$ cat src/rtl/stsc_pkg.sv
`default_nettype none
package stsc_pkg;

  typedef enum logic [1:0] {
    MODE_COMMAND = 2'd0,
    MODE_TARGET  = 2'd1,
    MODE_PAYLOAD = 2'd2
  } mode_t;

  localparam logic [1:0] ACT_DESELECT = 2'd0;
  localparam logic [1:0] ACT_READ     = 2'd1;
  localparam logic [1:0] ACT_WRITESEL = 2'd2;
  localparam logic [1:0] ACT_WBYTE    = 2'd3;

  localparam logic [7:0] CMD_DESELECT = 8'h00;
  localparam logic [7:0] CMD_PREFIX   = 8'h80;
  localparam logic [7:0] TARGET_MAX   = 8'h02;

  typedef struct packed {
    logic [1:0] action;
    logic [1:0] target;
    logic [6:0] read_count;
    logic [7:0] write_byte;
    logic       last_byte;
  } result_t;

endpackage
`default_nettype wire

$ cat src/rtl/serial_to_spi_command_parser.sv
// an accepted beat is held in the input register and parsed; its result is registered in the output register for out_
// throughput: one byte per cycle; the input register holds only while the output
// register is full and stalled and the held byte gives a result
// reset: synchronous active-low rst_n returns the parser to command state, target
// zero, zero payload length and count, and empties both registers
`default_nettype none
module serial_to_spi_command_parser
  import stsc_pkg::*;
(
  input  wire logic       clk,
  input  wire logic       rst_n,
  input  wire logic       in_valid,
  output logic            in_stall,
  input  wire logic [7:0] in_byte_in,
  output logic            out_valid,
  input  wire logic       out_stall,
  output logic [1:0]      out_action,
  output logic [1:0]      out_target,
  output logic [6:0]      out_read_count,
  output logic [7:0]      out_write_byte,
  output logic            out_last_byte
);

  logic       in_valid_r;
  logic [7:0] byte_r;
  logic       out_valid_r;
  result_t    res_r;
  result_t    res;
  logic       res_valid;
  logic       out_free;
  logic       go;

  assign out_free = !out_valid_r || !out_stall;
  assign go       = in_valid_r && (!res_valid || out_free);
  assign in_stall = in_valid_r && !go;

  stsc_parse u_parse (
    .clk       (clk),
    .rst_n     (rst_n),
    .go        (go),
    .byte_in   (byte_r),
    .res_valid (res_valid),
    .res       (res)
  );

  always_ff @(posedge clk) begin
    if (!rst_n) begin
      in_valid_r <= 1'b0;
    end else if (!in_stall) begin
      in_valid_r <= in_valid;
    end
  end

  always_ff @(posedge clk) begin
    if (!in_stall && in_valid) byte_r <= in_byte_in;
  end

  always_ff @(posedge clk) begin
    if (!rst_n) begin
      out_valid_r <= 1'b0;
    end else if (out_free) begin
      out_valid_r <= go && res_valid;
    end
  end

  always_ff @(posedge clk) begin
    if (out_free && go && res_valid) res_r <= res;
  end

  assign out_valid      = out_valid_r;
  assign out_action     = res_r.action;
  assign out_target     = res_r.target;
  assign out_read_count = res_r.read_count;
  assign out_write_byte = res_r.write_byte;
  assign out_last_byte  = res_r.last_byte;

endmodule
`default_nettype wire

$ cat src/rtl/stsc_parse.sv
`default_nettype none
module stsc_parse
  import stsc_pkg::*;
(
  input  wire logic       clk,
  input  wire logic       rst_n,
  input  wire logic       go,
  input  wire logic [7:0] byte_in,
  output logic            res_valid,
  output result_t         res
);

  mode_t      mode_r, mode_nxt;
  logic [1:0] target_r, target_nxt;
  logic [6:0] length_r, length_nxt;
  logic [6:0] count_r, count_nxt;
  logic [6:0] count_inc;
  logic       last;

  assign count_inc = count_r + 7'd1;
  assign last      = (count_inc == length_r);

  // next state
  always_comb begin
    mode_nxt   = mode_r;
    target_nxt = target_r;
    length_nxt = length_r;
    count_nxt  = count_r;
    case (mode_r)
      MODE_TARGET: begin
        if (byte_in <= TARGET_MAX) target_nxt = byte_in[1:0];
        mode_nxt = MODE_COMMAND;
      end
      MODE_PAYLOAD: begin
        count_nxt = count_inc;
        if (last) begin
          length_nxt = 7'd0;
          count_nxt  = 7'd0;
          mode_nxt   = MODE_COMMAND;
        end
      end
      default: begin
        mode_nxt = MODE_COMMAND;
        if (byte_in == CMD_PREFIX) begin
          mode_nxt = MODE_TARGET;
        end else if (byte_in != CMD_DESELECT && !byte_in[7]) begin
          length_nxt = byte_in[6:0];
          count_nxt  = 7'd0;
          mode_nxt   = MODE_PAYLOAD;
        end
      end
    endcase
  end

  // result
  always_comb begin
    res_valid      = 1'b1;
    res.action     = ACT_DESELECT;
    res.target     = target_r;
    res.read_count = 7'd0;
    res.write_byte = 8'd0;
    res.last_byte  = 1'b0;
    case (mode_r)
      MODE_TARGET: begin
        res_valid = 1'b0;
      end
      MODE_PAYLOAD: begin
        res.action     = ACT_WBYTE;
        res.write_byte = byte_in;
        res.last_byte  = last;
      end
      default: begin
        if (byte_in == CMD_DESELECT) begin
          res.action = ACT_DESELECT;
        end else if (byte_in == CMD_PREFIX) begin
          res_valid = 1'b0;
        end else if (byte_in[7]) begin
          res.action     = ACT_READ;
          res.read_count = byte_in[6:0];
        end else begin
          res.action = ACT_WRITESEL;
        end
      end
    endcase
  end

  always_ff @(posedge clk) begin
    if (!rst_n) begin
      mode_r   <= MODE_COMMAND;
      target_r <= 2'd0;
      length_r <= 7'd0;
      count_r  <= 7'd0;
    end else if (go) begin
      mode_r   <= mode_nxt;
      target_r <= target_nxt;
      length_r <= length_nxt;
      count_r  <= count_nxt;
    end
  end

endmodule
`default_nettype wire

$ cat config.mk
export PLATFORM = sky130hd
export DESIGN_NAME = serial_to_spi_command_parser
export DESIGN_NICKNAME = d
export VERILOG_FILES = /design/src/rtl/stsc_pkg.sv /design/src/rtl/serial_to_spi_command_parser.sv /design/src/rtl/stsc_parse.sv
export SDC_FILE = /design/constraint.sdc
export NUM_CORES = 1
export LEC_CHECK = 0
export ABC_AREA = 1
export BUFFER_PORTS_ARGS = -buffer_cell sky130_fd_sc_hd__clkbuf_2
export CORE_MARGIN = 8
export CORE_UTILIZATION = 30
export DETAILED_ROUTE_END_ITERATION = 8
export GPL_ROUTABILITY_DRIVEN = 0
export PLACE_DENSITY = 0.52
export SLEW_MARGIN = 20
export SYNTH_ARGS = -nofsm -noshare
export SYNTH_HDL_FRONTEND = slang
export SYNTH_SLANG_ARGS = --single-unit
$ cat constraint.sdc
create_clock -name clk -period 2.8 [get_ports clk]
set_clock_uncertainty 0.05 [all_clocks]
set_input_delay 0.42 -clock clk [delete_from_list [all_inputs] [get_ports clk]]
set_output_delay 0.42 -clock clk [all_outputs]
set_load 0.02 [all_outputs]
==> impl_metrics.py <==
metrics = {
    "die": {
        "rows": 31,
        "ios": 34,
        "die_h_um": 101,
        "core_area_sq_um": 7180,
        "die_area_sq_um": 10300,
        "start_util_pct": 30.5,
        "die_w_um": 101,
    },
    "finish": {
        "n_fill_cell": 751,
        "final_cell_area_sq_um": 2560,
        "area_delta_synth_final_pct": 16.9,
        "final_common_cell": "nand2_1",
        "final_cell_mix": "57 x nand2_1, 41 x inv_1, 33 x clkbuf_2, 28 x edfxtp_1, 21 x nand3_1",
        "diodes": 0,
        "layout-drive-gt1-share_pct": 20.7,
        "fin_nets": 299,
    },
    "clock_tree": {
        "clkTransAtPathRegs_ns": 0.08,
        "cts.path.max_buffers": 2,
        "clock_sinks": 48,
        "root_buffer": "clkbuf_8",
        "cts_tree": "yes",
        "cts_made_buffers": 5,
        "post_cts_buffers": 0,
        "htree_levels": 2,
        "cts_hold_buf": 0,
        "ctsResizeCount": 0,
        "clk_latency_ns": 0.30,
    },
    "synth": {
        "synthArstFlopShare_pct": 0,
        "synth_top_area_share_pct": 38.4,
        "synth_nets": 260,
        "ys_ff_latch": 48,
        "synth_ff_type": "edfxtp_1",
        "synthDistinctLibCells": 27,
        "yosys_warnings": 0,
        "yosys.area.top_type": "edfxtp_1",
        "syn_inst": 245,
        "synth_edf_count": 28,
        "ys_seq_area_share_pct": 56.7,
        "avgSynthCellArea_sq_um": 8.93,
        "ys_top_cells_by_area": "edfxtp_1 38%, dfxtp_1 18%, nand2_1 9.8%, inv_1 7.0%, nand3_1 4.8%",
        "syn_area_sq_um": 2190,
    },
    "drt": {
        "dr.pass1.iters": 4,
        "final_antenna_net_count": 0,
        "drt-total-wl_um": 4470,
        "drt-vias-per-instance": 4.33,
        "drt_iter0_drc": 43,
        "num_vias": 1661,
        "wl_per_cell_um": 11.6,
        "drc_errors": 0,
    },
    "sta": {
        "rsz0062_at_grt": "no",
        "period_minus_slack_ns": 2.19,
        "slew_viol_final": 0,
        "fin_tns_setup_ns": 0,
        "slew_headroom_pct": 34.2,
        "timing.fmax_ghz": 0.456,
        "worst_slew_pin_slew_ns": 0.962,
        "timing_hold_violations_final": 0,
        "finalSetupViolCount": 0,
        "fin_crit_sh_pct": 78.4,
        "post-route-worst-setup-slack_ns": 0.606,
    },
    "global_route": {
        "antenna_found_initial": 0,
        "grt_max_degree": 18,
        "grt_pass1_vias": 1592,
        "gr-usage-all-layers_pct": 9.48,
        "grt_pass1_wl_um": 7580,
        "grt_overflow": 0,
    },
    "setup_path": {
        "cp.required_ns": 2.33,
        "critical_path_class": "register to output pin",
        "cp_max_fo": 4,
        "start_kind": "register",
        "arrival_ns": 1.72,
        "crit_path_end_kind": "output pin",
    },
    "place": {
        "io_buffer_count": 33,
        "placedInstanceArea_sq_um": 2480,
        "dp_hpwl_um": 3360,
        "place_ws_ns": 0.848,
    },
    "hold_path": {
        "hold_class": "input pin to register",
    },
    "status": {
        "status": "finished clean",
    },
    "pwr": {
        "leakage_uw": 0.00114,
        "power_density_nw_per_um2": 539,
        "peakVddDrop_mv": 0.220,
    },
    "flow_run": {
        "cap_viol_max_count": 0,
    },
}
==> metrics by stage <==
step | instances | hold WS [ns] | power, uW | utilization, %
finish | 384 | 0.238 | 1380 | 35.7
global route | 384 | 0.227 | 1450 | 35.7
CTS | 384 | 0.230 | 1400 | 35.7
detailed placement | 376 | 0.368 | 1000 | 34.5
global placement | 376 | 0.368 | 1010 | 34.5
floorplan | 245 | 0.359 | 945 | -
==> power breakdown <==
part           total (uW)  internal [uW]  leakage, uW  switching, uW
clock                 395            169    0.0000415            226
combinational         178           56.0     0.000666            122
sequential            807            788     0.000428           19.1
==> flip-flops by register name, summed over array words and instances, names as in the netlist, 7 cells and up <==
signal,count
byte_r,8
out_read_count,7
out_write_byte,8
u_parse.count_r,7
u_parse.length_r,7
==> logic make-up (layout without fill, tap and decap cells) <==
kind of cell,count (synthesis),after routing,share of synthesized area [%]
and+or+nand+nor,117,117,25.4
buffers and inverters,50,90,9.15
DFF,48,48,56.7
AOI/OAI and AO/OA,25,25,6.18
adders and majority gates,3,3,1.72
xor gates and xnor gates,2,2,0.801
==> cell type report <==
class | count | area [sq um] | share of cell area (%)
inverters | 45 | 169 | 6.60
repair buffers | 37 | 195 | 7.63
clock inverters | 3 | 13.8 | 0.538
multi-input cells | 147 | 747 | 29.2
well taps | 99 | 124 | 4.84
flip-flops and latches | 48 | 1240 | 48.5
clock buffers | 5 | 68.8 | 2.69
==> final timing paths <==
path         cells after the start  slack (ns)                  end                start
min                              1        0.24            byte_r[5]        in_byte_in[5]
max reg2reg                      4        0.82  u_parse.target_r[1]            byte_r[1]
min reg2reg                      0        0.39        out_target[0]  u_parse.target_r[0]
max                              8        0.61             in_stall    u_parse.mode_r[0]
==> worst max-delay path, stage by stage, from the launching register on <==
cell and delay (ns):
dfxtp_1 0.36, inv_1 0.05, ha_1 0.33, or2_1 0.24, nand2_1 0.09, inv_1 0.06
nand3_1 0.10, inv_1 0.06, clkbuf_2 0.15
==> cells in the mapped netlist (3+ instances only) <==
cell and number:
nand4_1 10, ha_1 3, nand2_2 4, inv_1 41
nand3_1 21, nor2_1 16, dfxtp_1 20, nand2_4 3
a21oi_1 20, edfxtp_1 28, nand2_1 57, inv_2 3
==> routing by layer <==
metal / vias to the layer above / track usage [%] / wire length [um]
li1: 867 / - / -
met1: 760 / 12.0 / 2210
met2: 27 / 14.6 / 1980
met3: 7 / 2.34 / 189
met4: 0 / 4.81 / 89
met5: - / 0 / 0
No activity file was read; power rests on OpenSTA's default activity.
